File: src/rtl/tmf_pkg.sv
package tmf_pkg;

    localparam int SAMPLE_W  = 10;
    localparam int MEAN_W    = 14;
    localparam int CFG_W     = 4;
    localparam int FRAC_BITS = 4;

    localparam logic [MEAN_W-1:0] MEAN_MAX           = 14'd16383;
    localparam logic [CFG_W-1:0]  REPORT_TICKS_RESET = 4'd2;

    localparam logic MODE_SAMPLE = 1'b0;
    localparam logic MODE_TICK   = 1'b1;

    typedef enum logic [2:0] {
        ST_IDLE,
        ST_SORT,
        ST_SUM,
        ST_DIV_LOAD,
        ST_DIV,
        ST_HOLD
    } t_tmf_state;

    // Commands from the controller to the datapath
    typedef struct packed {
        logic write_sample;
        logic load_copy;
        logic sort_step;
        logic sort_odd;
        logic sum_step;
        logic div_load;
        logic div_step;
        logic out_load;
    } t_dp_cmd;

    // Trim per end, reduced so that at least one value is kept
    function automatic int trim_eff(int w, int t);
        return (2 * t >= w) ? (w - 1) / 2 : t;
    endfunction

    function automatic int kept_count(int w, int t);
        return w - 2 * trim_eff(w, t);
    endfunction

    function automatic int sum_bits(int w, int t, int sb);
        return sb + $clog2(kept_count(w, t) + 1);
    endfunction

    function automatic int div_bits(int w, int t, int sb);
        return sum_bits(w, t, sb) + FRAC_BITS;
    endfunction

endpackage

File: src/rtl/tmf_ifs.sv
interface tmf_in_if;
    logic                          valid;
    logic                          ready;
    logic                          mode;
    logic [tmf_pkg::SAMPLE_W-1:0]  sample;

    modport source (output valid, mode, sample, input ready);
    modport sink   (input valid, mode, sample, output ready);
endinterface

interface tmf_out_if;
    logic                          valid;
    logic                          ready;
    logic [tmf_pkg::MEAN_W-1:0]    trimmed_mean;

    modport source (output valid, trimmed_mean, input ready);
    modport sink   (input valid, trimmed_mean, output ready);
endinterface

interface tmf_cfg_if;
    logic                          valid;
    logic                          ready;
    logic [tmf_pkg::CFG_W-1:0]     report_ticks;

    modport source (output valid, report_ticks, input ready);
    modport sink   (input valid, report_ticks, output ready);
endinterface

File: src/rtl/trimmed_mean_sample_filter_unit.sv
// Trimmed-mean filter for range-sensor samples.
// Input channel i_in: each request carries mode and sample. A sample request
// (mode 0) overwrites the oldest of WINDOW ring entries.
// A tick request (mode 1) counts towards report_ticks; on every report_ticks-th
// tick the block sorts a copy of the ring, drops the TRIM smallest and largest
// values and returns floor(sum * 16 / kept) of the rest on o_out, saturated to
// 14 bits. Other ticks return nothing.
// A reporting tick sorts with one transposition pass per cycle, then sums one
// kept value per cycle, then loads the dividend, multiplies it by the
// reciprocal of kept and loads the result once the output register is free;
// i_in.ready stays low over that span. The next request is taken in the cycle
// after the result loads.
// Configuration channel i_cfg writes report_ticks (reset 2) and is always
// ready; write it only while the block is idle.
// Reset (synchronous, active low) clears the ring to zeros, the write slot,
// the tick count and the output register valid.
// When the receiver stalls, the result holds in the output register; sample
// and tick requests are still taken, but a further report waits until the
// held result has been taken.
module trimmed_mean_sample_filter_unit #(
    parameter int WINDOW      = 10,
    parameter int TRIM        = 2,
    parameter int SAMPLE_BITS = 10
) (
    input  logic      i_clk,
    input  logic      i_rst_n,
    tmf_in_if.sink    i_in,
    tmf_cfg_if.sink   i_cfg,
    tmf_out_if.source o_out
);
    import tmf_pkg::*;

    t_dp_cmd w_cmd;

    // Sequence the work of each request
    tmf_controller #(
        .WINDOW      (WINDOW),
        .TRIM        (TRIM)
    ) u_ctrl (
        .i_clk       (i_clk),
        .i_rst_n     (i_rst_n),
        .i_in_valid  (i_in.valid),
        .i_in_mode   (i_in.mode),
        .o_in_ready  (i_in.ready),
        .i_cfg_valid (i_cfg.valid),
        .i_cfg_data  (i_cfg.report_ticks),
        .o_cfg_ready (i_cfg.ready),
        .i_out_ready (o_out.ready),
        .o_out_valid (o_out.valid),
        .o_cmd       (w_cmd)
    );

    // Hold the ring, sort buffer, accumulator, divider and result register
    tmf_datapath #(
        .WINDOW      (WINDOW),
        .TRIM        (TRIM),
        .SAMPLE_BITS (SAMPLE_BITS)
    ) u_dp (
        .i_clk    (i_clk),
        .i_rst_n  (i_rst_n),
        .i_cmd    (w_cmd),
        .i_sample (i_in.sample),
        .o_mean   (o_out.trimmed_mean)
    );

endmodule

File: src/rtl/tmf_datapath.sv
module tmf_datapath #(
    parameter int WINDOW      = 10,
    parameter int TRIM        = 2,
    parameter int SAMPLE_BITS = 10
) (
    input  logic                         i_clk,
    input  logic                         i_rst_n,
    input  tmf_pkg::t_dp_cmd             i_cmd,
    input  logic [tmf_pkg::SAMPLE_W-1:0] i_sample,
    output logic [tmf_pkg::MEAN_W-1:0]   o_mean
);
    import tmf_pkg::*;

    localparam int T_EFF = trim_eff(WINDOW, TRIM);
    localparam int KEPT  = kept_count(WINDOW, TRIM);
    localparam int SUMW  = sum_bits(WINDOW, TRIM, SAMPLE_BITS);
    localparam int DW    = div_bits(WINDOW, TRIM, SAMPLE_BITS);
    localparam int SW    = $clog2(WINDOW);
    // Reciprocal of the kept count, scaled so the floor is exact for any dividend
    localparam int RS    = DW + $clog2(KEPT);
    localparam int RW    = DW + 2;
    localparam int PW    = DW + RW;
    localparam int QW    = PW - RS;
    localparam longint unsigned RECIP = ((64'd1 << RS) + 64'(KEPT) - 64'd1) / 64'(KEPT);

    logic [SAMPLE_BITS-1:0] r_ring [WINDOW];
    logic [SW-1:0]          r_slot;
    logic [SAMPLE_BITS-1:0] r_buf  [WINDOW];
    logic [SAMPLE_BITS-1:0] n_buf  [WINDOW];
    logic [SUMW-1:0]        r_acc;
    logic [DW-1:0]          r_dividend;
    logic [QW-1:0]          r_quo;
    logic [MEAN_W-1:0]      r_mean;

    logic [SAMPLE_BITS-1:0] w_sample;
    logic [RW-1:0]          w_recip;
    logic [PW-1:0]          w_prod;
    logic [MEAN_W-1:0]      w_mean;

    assign w_sample = SAMPLE_BITS'(i_sample);

    // Ring of recent samples, oldest entry overwritten
    always_ff @(posedge i_clk) begin
        if (!i_rst_n) begin
            for (int i = 0; i < WINDOW; i++) begin
                r_ring[i] <= '0;
            end
            r_slot <= '0;
        end else if (i_cmd.write_sample) begin
            r_ring[r_slot] <= w_sample;
            if (r_slot == SW'(WINDOW - 1)) begin
                r_slot <= '0;
            end else begin
                r_slot <= r_slot + SW'(1);
            end
        end
    end

    // Odd-even transposition passes, then shift down while summing
    always_comb begin
        n_buf = r_buf;
        priority if (i_cmd.load_copy) begin
            n_buf = r_ring;
        end else if (i_cmd.sort_step) begin
            for (int i = 0; i < WINDOW - 1; i++) begin
                if ((i[0] == i_cmd.sort_odd) && (r_buf[i] > r_buf[i+1])) begin
                    n_buf[i]   = r_buf[i+1];
                    n_buf[i+1] = r_buf[i];
                end
            end
        end else if (i_cmd.sum_step) begin
            for (int i = 0; i < WINDOW - 1; i++) begin
                n_buf[i] = r_buf[i+1];
            end
        end else begin
            n_buf = r_buf;
        end
    end

    always_ff @(posedge i_clk) begin
        r_buf <= n_buf;
        if (i_cmd.load_copy) begin
            r_acc <= '0;
        end else if (i_cmd.sum_step) begin
            r_acc <= r_acc + SUMW'(r_buf[T_EFF]);
        end
    end

    // Divide by the kept count: multiply by the scaled reciprocal and shift
    assign w_recip = RW'(RECIP);
    assign w_prod  = PW'(r_dividend) * PW'(w_recip);

    always_ff @(posedge i_clk) begin
        if (i_cmd.div_load) begin
            r_dividend <= {r_acc, FRAC_BITS'(0)};
        end
        if (i_cmd.div_step) begin
            r_quo <= w_prod[PW-1:RS];
        end
    end

    assign w_mean = (r_quo > QW'(MEAN_MAX)) ? MEAN_MAX : r_quo[MEAN_W-1:0];

    always_ff @(posedge i_clk) begin
        if (i_cmd.out_load) begin
            r_mean <= w_mean;
        end
    end

    assign o_mean = r_mean;

endmodule

File: src/rtl/tmf_controller.sv
module tmf_controller #(
    parameter int WINDOW      = 10,
    parameter int TRIM        = 2
) (
    input  logic                      i_clk,
    input  logic                      i_rst_n,
    input  logic                      i_in_valid,
    input  logic                      i_in_mode,
    output logic                      o_in_ready,
    input  logic                      i_cfg_valid,
    input  logic [tmf_pkg::CFG_W-1:0] i_cfg_data,
    output logic                      o_cfg_ready,
    input  logic                      i_out_ready,
    output logic                      o_out_valid,
    output tmf_pkg::t_dp_cmd          o_cmd
);
    import tmf_pkg::*;

    localparam int KEPT    = kept_count(WINDOW, TRIM);
    localparam int CW      = $clog2(WINDOW);

    t_tmf_state       r_state, n_state;
    logic [CW-1:0]    r_cnt, n_cnt;
    logic [CFG_W-1:0] r_tick, n_tick;
    logic [CFG_W-1:0] r_report_ticks;
    logic             r_out_valid, n_out_valid;
    logic             w_accept;
    logic [CFG_W-1:0] w_tick_inc;
    logic             w_report_due;

    assign o_cfg_ready  = 1'b1;
    assign o_in_ready   = (r_state == ST_IDLE);
    assign o_out_valid  = r_out_valid;
    assign w_accept     = i_in_valid && o_in_ready;
    assign w_tick_inc   = r_tick + CFG_W'(1);
    assign w_report_due = (w_tick_inc >= r_report_ticks);

    always_ff @(posedge i_clk) begin
        if (!i_rst_n) begin
            r_state        <= ST_IDLE;
            r_cnt          <= '0;
            r_tick         <= '0;
            r_report_ticks <= REPORT_TICKS_RESET;
            r_out_valid    <= 1'b0;
        end else begin
            r_state     <= n_state;
            r_cnt       <= n_cnt;
            r_tick      <= n_tick;
            r_out_valid <= n_out_valid;
            if (i_cfg_valid) begin
                r_report_ticks <= i_cfg_data;
            end
        end
    end

    always_comb begin
        n_state     = r_state;
        n_cnt       = r_cnt;
        n_tick      = r_tick;
        n_out_valid = r_out_valid && !i_out_ready;
        o_cmd       = '0;
        unique case (r_state)
            ST_IDLE: begin
                if (w_accept) begin
                    if (i_in_mode == MODE_SAMPLE) begin
                        o_cmd.write_sample = 1'b1;
                    end else if (w_report_due) begin
                        n_tick          = '0;
                        o_cmd.load_copy = 1'b1;
                        n_cnt           = '0;
                        n_state         = ST_SORT;
                    end else begin
                        n_tick = w_tick_inc;
                    end
                end
            end
            ST_SORT: begin
                o_cmd.sort_step = 1'b1;
                o_cmd.sort_odd  = r_cnt[0];
                n_cnt           = r_cnt + CW'(1);
                if (r_cnt == CW'(WINDOW - 1)) begin
                    n_cnt   = '0;
                    n_state = ST_SUM;
                end
            end
            ST_SUM: begin
                o_cmd.sum_step = 1'b1;
                n_cnt          = r_cnt + CW'(1);
                if (r_cnt == CW'(KEPT - 1)) begin
                    n_cnt   = '0;
                    n_state = ST_DIV_LOAD;
                end
            end
            ST_DIV_LOAD: begin
                o_cmd.div_load = 1'b1;
                n_state        = ST_DIV;
            end
            ST_DIV: begin
                o_cmd.div_step = 1'b1;
                n_state        = ST_HOLD;
            end
            ST_HOLD: begin
                if (!r_out_valid || i_out_ready) begin
                    o_cmd.out_load = 1'b1;
                    n_out_valid    = 1'b1;
                    n_state        = ST_IDLE;
                end
            end
            default: begin
                n_state = ST_IDLE;
            end
        endcase
    end

`ifndef SYNTH
    a_cmd_exclusive: assert property (@(posedge i_clk) disable iff (!i_rst_n)
        $onehot0({o_cmd.write_sample, o_cmd.load_copy, o_cmd.sort_step, o_cmd.sum_step,
                  o_cmd.div_load, o_cmd.div_step, o_cmd.out_load}))
        else $error("datapath commands overlap");

    a_valid_from_hold: assert property (@(posedge i_clk) disable iff (!i_rst_n)
        $rose(r_out_valid) |-> $past(r_state == ST_HOLD))
        else $error("result raised outside the hand-over state");

    a_due_tick_starts: assert property (@(posedge i_clk) disable iff (!i_rst_n)
        (w_accept && (i_in_mode == MODE_TICK) && w_report_due) |=> (r_state == ST_SORT))
        else $error("reporting tick did not start the sort");

    a_sample_no_result: assert property (@(posedge i_clk) disable iff (!i_rst_n)
        (w_accept && (i_in_mode == MODE_SAMPLE)) |=> (r_state == ST_IDLE))
        else $error("sample request left the idle state");

    a_div_single: assert property (@(posedge i_clk) disable iff (!i_rst_n)
        (r_state == ST_DIV) |=> (r_state == ST_HOLD))
        else $error("division took more than one cycle");
`endif

endmodule

File: src/flat_wrapper.sv
// flat-port wrapper written by rule: the top's interface ports become plain ports
module trimmed_mean_sample_filter_unit_flat import tmf_pkg::*;
#(
    parameter int WINDOW      = 10,
    parameter int TRIM        = 2,
    parameter int SAMPLE_BITS = 10
)
  (i_clk, i_rst_n, i_in_valid, i_in_mode, i_in_sample, i_in_ready, i_cfg_valid, i_cfg_report_ticks, i_cfg_ready, o_out_valid, o_out_trimmed_mean, o_out_ready);
  tmf_in_if i_in_i ();
  tmf_cfg_if i_cfg_i ();
  tmf_out_if o_out_i ();
  input  logic i_clk;
  input  logic i_rst_n;
  input wire logic [$bits(i_in_i.valid)-1:0] i_in_valid;
  input wire logic [$bits(i_in_i.mode)-1:0] i_in_mode;
  input wire logic [$bits(i_in_i.sample)-1:0] i_in_sample;
  output wire logic [$bits(i_in_i.ready)-1:0] i_in_ready;
  input wire logic [$bits(i_cfg_i.valid)-1:0] i_cfg_valid;
  input wire logic [$bits(i_cfg_i.report_ticks)-1:0] i_cfg_report_ticks;
  output wire logic [$bits(i_cfg_i.ready)-1:0] i_cfg_ready;
  output wire logic [$bits(o_out_i.valid)-1:0] o_out_valid;
  output wire logic [$bits(o_out_i.trimmed_mean)-1:0] o_out_trimmed_mean;
  input wire logic [$bits(o_out_i.ready)-1:0] o_out_ready;
  assign i_in_i.valid = i_in_valid;
  assign i_in_i.mode = i_in_mode;
  assign i_in_i.sample = i_in_sample;
  assign i_in_ready = i_in_i.ready;
  assign i_cfg_i.valid = i_cfg_valid;
  assign i_cfg_i.report_ticks = i_cfg_report_ticks;
  assign i_cfg_ready = i_cfg_i.ready;
  assign o_out_valid = o_out_i.valid;
  assign o_out_trimmed_mean = o_out_i.trimmed_mean;
  assign o_out_i.ready = o_out_ready;
  trimmed_mean_sample_filter_unit #(.WINDOW(WINDOW), .TRIM(TRIM), .SAMPLE_BITS(SAMPLE_BITS)) u_core (.i_clk(i_clk), .i_rst_n(i_rst_n), .i_in(i_in_i), .i_cfg(i_cfg_i), .o_out(o_out_i));
endmodule
File: config.mk
export PLATFORM = sky130hd
export DESIGN_NAME = trimmed_mean_sample_filter_unit_flat
export DESIGN_NICKNAME = d
export VERILOG_FILES = /design/src/rtl/tmf_pkg.sv /design/src/rtl/tmf_ifs.sv /design/src/rtl/trimmed_mean_sample_filter_unit.sv /design/src/rtl/tmf_datapath.sv /design/src/rtl/tmf_controller.sv /design/src/flat_wrapper.sv
export SDC_FILE = /design/constraint.sdc
export NUM_CORES = 1
export LEC_CHECK = 0
export ABC_AREA = 1
export BUFFER_PORTS_ARGS = -buffer_cell sky130_fd_sc_hd__buf_2
export CORE_MARGIN = 3
export CORE_UTILIZATION = 45
export CTS_CLUSTER_DIAMETER = 50
export DETAILED_ROUTE_END_ITERATION = 16
export GPL_ROUTABILITY_DRIVEN = 0
export HOLD_SLACK_MARGIN = 0.12
export REMOVE_ABC_BUFFERS = 1
export SYNTH_ARGS = -nofsm -noshare
export SYNTH_HDL_FRONTEND = slang
export SYNTH_HIERARCHICAL = 1
export SYNTH_SLANG_ARGS = --single-unit
File: constraint.sdc
create_clock -name i_clk -period 4 [get_ports i_clk]
set_input_delay 1.2 -clock i_clk [delete_from_list [all_inputs] [get_ports i_clk]]
set_output_delay 1.2 -clock i_clk [all_outputs]
set_load 0.02 [all_outputs]
==> summary.txt <==
Synth
  – Dominant synthesized flop cell: edfxtp_1
  – Seq/Total Area, Yosys: 36.52%
  – EDFF count, synth: around 140
  – Ys async rst share: 0%
  – Avg Inst Size Synth: roughly 7.7 sq um
  – Main combinational cell family by area after synthesis: simple AND/OR/NAND/NOR gates
  – Gate Count Post-Synth: about 2.5k
  – Simple-Gate Fraction of Synth Area: a little over a quarter
  – Post-Synthesis Cell Area: between 0.015 and 0.02 sq mm
  – Synth Area in Adders: between 10% and 20%
  – Yosys warns: 6
  – XOR/XNOR share of the synthesized area: less than 1%
  – Post-synthesis mux area share: 0%
  – Seq cells post-synth: roughly 280
  – Synth unique cells: 46
  – Synth Area in Compound Gates: between 8 and 9%

Clock network
  – Worst-skew pair later-pin latency: 0.54 ns
  – Clock tree buffer depth: 3
  – H-tree level count: 2
  – Worst-path clk slew: ~0.05 ns
  – Clock sinks: between 200 and 300
  – Post-CTS Hold Buffers: 0
  – Num CTS Buffers: 35
  – TritonCTS clock tree: built
  – Clock Root Buffer: clkbuf_16

STA
  – Final worst path period share: 108.3%
  – Minimum clock period: approximately 4.3 ns
  – Setup TNS Final: -3.943 ns
  – Final setup violation count: 15
  – Tightest Pin Transition: roughly 1.1 ns
  – Slew Viols, Final: 0
  – Layout Skew: approximately 0.019 ns
  – Final WS setup: -0.3323 ns
  – Relative slew slack: between 20% and 30%
  – FMAX: roughly 0.23 GHz
  – Final hold violation count: 0
  – RSZ-0062 raised after global routing: true

Place
  – Inst Count DP: between 3k and 4k
  – Port bufs: 35
  – Post-DP HPWL: approximately 38000 microns
  – Place WS: -0.5253 ns

Final layout
  – Filler Cells Inserted: 3759
  – Nets: 2822
  – Fin util: between 50% and 60%
  – Fraction of layout cells with a size suffix above 1: 17.29%
  – Layout area overhead: 17.17%
  – Antenna Cells: 0
  – Non-filler cells in the finished layout: ~3.1k

Pwr
  – Switch Pwr: between 6 and 7 mW
  – Sw Share: between 40% and 50%
  – Pleak: between 10 and 15 nW
  – Logic gate share of total power: a little under half
  – Power Density: between 600 and 700 mW/mm^2
  – Clock share of power: a little over a fifth
  – Tot Pwr: ~15 mW
  – Worst IR Drop VDD: 0.0003011 V
  – Seq pwr share: between 30% and 40%
  – Pint: between 8 and 9 mW

Detailed routing
  – DR DRC count: 0
  – Vias/cell: just over 5
  – Initial DRC Count: approximately 1.1k
  – Post-Route WL: around 52000 microns
  – DR pass1 iterations: 5
  – Post-DR wirelength/cell: around 17 microns
  – Routed Antenna Nets: 0
  – DR vias: 16.21k

Critical path
  – Crit Path Category: register to register
  – Path depth of the worst reg2reg path: 18
  – CP Data Required Time: 4.28 ns
  – Largest delay share family, worst path: adder cells
  – WP data arrival: about 4.6 ns
  – Cell Chain, Critical Path: ha_4, inv_2, fa_2, inv_2, fa_2, buf_6, fa_1, inv_2, fa_1, inv_2, ha_4, nand2_4, nor2_4, nand2_2, nor3_2, nand2_1, nand4_1, nand2_1
  – CP Max Fanout: 4
  – Buf/Inv on CP: 5
  – Reg2reg end: u_core/u_dp/r_quo[9]
  – Most frequent CP cell: inv_2
  – CP Capture Type: register
  – Worst setup SP type: register
  – Worst setup path start: u_core/u_dp/r_dividend[13]
  – Slowest stage delay, CP: between 0.5 and 0.6 ns
  – RR Startpoint: u_core/u_dp/r_dividend[13]
  – Worst path slowest cell: fa_2
  – Worst R2R Setup Slack: -0.33 ns

Global routing
  – Largest net degree at the start of global routing: 100
  – Vias in the first global route: ~16k
  – GRT Total Usage: a little under a quarter
  – Grt total ovfl: 0
  – First-pass GRT wire length: approximately 83000 microns
  – Initial antenna violation count: 0

Floorplan
  – # IOs: 37
  – FP Rows: 74
  – Die W: between 200 and 250 microns
  – Core Box Area: 0.04120 sq mm
  – Die ar.: between 0.04 and 0.05 sq mm
  – Die Y: 211.3 microns
  – Initial Util: 46.03%

Flow run
  – Max cap viols: 0

Status
  – Failing checks: negative setup slack
  – Outcome: finished with violations

Worst hold path
  – Hold Crit Start: u_core/u_dp/r_acc[11]
  – HP Class: register to register
  – Hold endpoint: u_core/u_dp/r_dividend[15]
  – Hold path cells: 0
-- routing by layer --
layer | vias up | GRT usage [%] | wire [microns]
li1 | 8133 | - | -
met1 | 7554 | 32.78 | 24210
met2 | 412 | 37.07 | 23290
met3 | 112 | 3.705 | 2784
met4 | 0 | 7.506 | 1599
met5 | - | 0 | 0
-- power groups by stage --
| stage | clock, mW | combinational (mW) | sequential [mW] |
|---|---|---|---|
| detailed placement | 0 | 6.36 | 4.97 |
| global route | 3.34 | 8.00 | 5.00 |
| finish | 3.14 | 7.01 | 4.94 |
| CTS | 3.22 | 6.85 | 4.92 |
| global placement | 0 | 6.16 | 4.96 |
| floorplan | 0 | 4.71 | 4.49 |
-- cell type report --
type | instances | area (sq um) | share of cell area (%)
Clock buffer | 47 | 993.5 | 4.470
Multi-Input combinational cell | 1719 | 10990 | 49.44
Clock inverter | 17 | 163.9 | 0.7375
Inverter | 388 | 1458 | 6.559
Timing Repair Buffer | 145 | 1028 | 4.628
Tap cell | 532 | 665.6 | 2.995
Sequential cell | 275 | 6927 | 31.17
-- cells in the final DEF, fill, tap and decap left out, types with 21 or more instances in the layout --
cell type  count
nand4_1       60
nor2_4        23
ha_1         165
dfxtp_1      133
clkbuf_16     37
buf_2         35
inv_2         43
a21oi_1       94
ha_4          21
nand2_4       21
buf_4        105
nand3_1       86
fa_1          49
nor2_1       274
nand2_1      574
nand3_2       25
edfxtp_1     142
nand2_2       33
inv_1        339
o21ai_0      138
-- worst max-delay path by stage --
| stage | slack [ns] | to | depth (start not counted) |
|---|---|---|---|
| after floorplan | -1.63 | u_core/u_dp/r_buf[0] | 6 |
| after global placement | -0.47 | u_core/u_dp/r_quo[13] | 19 |
| after detailed placement | -0.53 | u_core/u_dp/r_quo[10] | 17 |
| after CTS | -0.29 | u_core/u_dp/r_quo[13] | 19 |
| after global routing | -0.46 | u_core/u_dp/r_quo[5] | 18 |
| final | -0.33 | u_core/u_dp/r_quo[9] | 18 |
-- registers in the layout, indices dropped and copies added, names as in the netlist --
signal,cells
u_core/u_dp/r_buf,100
u_core/u_dp/r_ring,100
u_core/u_dp/r_quo,15
u_core/u_dp/o_mean,14
u_core/u_dp/r_acc,13
u_core/u_dp/r_dividend,13
u_core/u_ctrl/r_cnt,4
u_core/u_ctrl/r_report_ticks,4
u_core/u_ctrl/r_tick,4
u_core/u_dp/r_slot,4
u_core/u_ctrl/r_state,3
u_core/u_ctrl/o_out_valid,1
-- cell usage after synthesis (2+ instances only) --
master,count,area (sq um)
buf_2,19,95.09
nand2_1,605,2271
nand3_1,93,465.5
buf_1,15,56.30
nor3_4,2,32.53
a31oi_1,7,43.79
buf_6,3,33.78
nor2_2,10,62.56
o21ai_0,149,745.7
clkinv_1,5,18.77
or2_0,2,12.51
o21bai_1,19,142.6
xor2_1,9,78.83
inv_1,367,1378
edfxtp_1,142,4264
nor3_1,13,65.06
or2_2,15,93.84
and2_1,2,12.51
nand2_2,15,93.84
buf_4,2,15.01
dfxtp_1,133,2663
inv_2,15,56.30
xnor2_1,2,17.52
nor2_1,292,1096
nor2_4,10,112.6
nand2_4,8,90.09
clkbuf_8,3,41.29
clkbuf_1,33,123.9
a21o_1,10,75.07
nor3_2,2,20.02
a21oi_1,115,575.6
nand3b_1,4,30.03
o21ai_1,13,65.06
ha_1,186,2327
nand4_1,60,375.4
nand3_2,18,180.2
fa_1,52,1041
-- metrics by stage --
step	hold slack (ns)	cell area, sq um
6_report	0.4351	22220
5_1_grt	0.4598	22220
4_1_cts	0.4414	22020
3_5_place_dp	0.4276	20200
3_3_place_gp	0.4216	20200
2_1_floorplan	0.4082	18570
-- logic make-up after synthesis --
| kind of cell | after synthesis |
|---|---|
| DFF | 275 |
| xor gates and xnor gates | 11 |
| and+or+nand+nor | 1153 |
| other | 1 |
| adders and majority gates | 238 |
| buffers and inverters | 465 |
| AOI/OAI and AO/OA | 316 |
-- what timing repair did --
item	CTS	global route
setup endpoints to repair	15	15
setup buffers	5	3
gates resized for setup	155	45
pin swaps	63	36
Note: power is estimated with default switching activity, not from simulation.
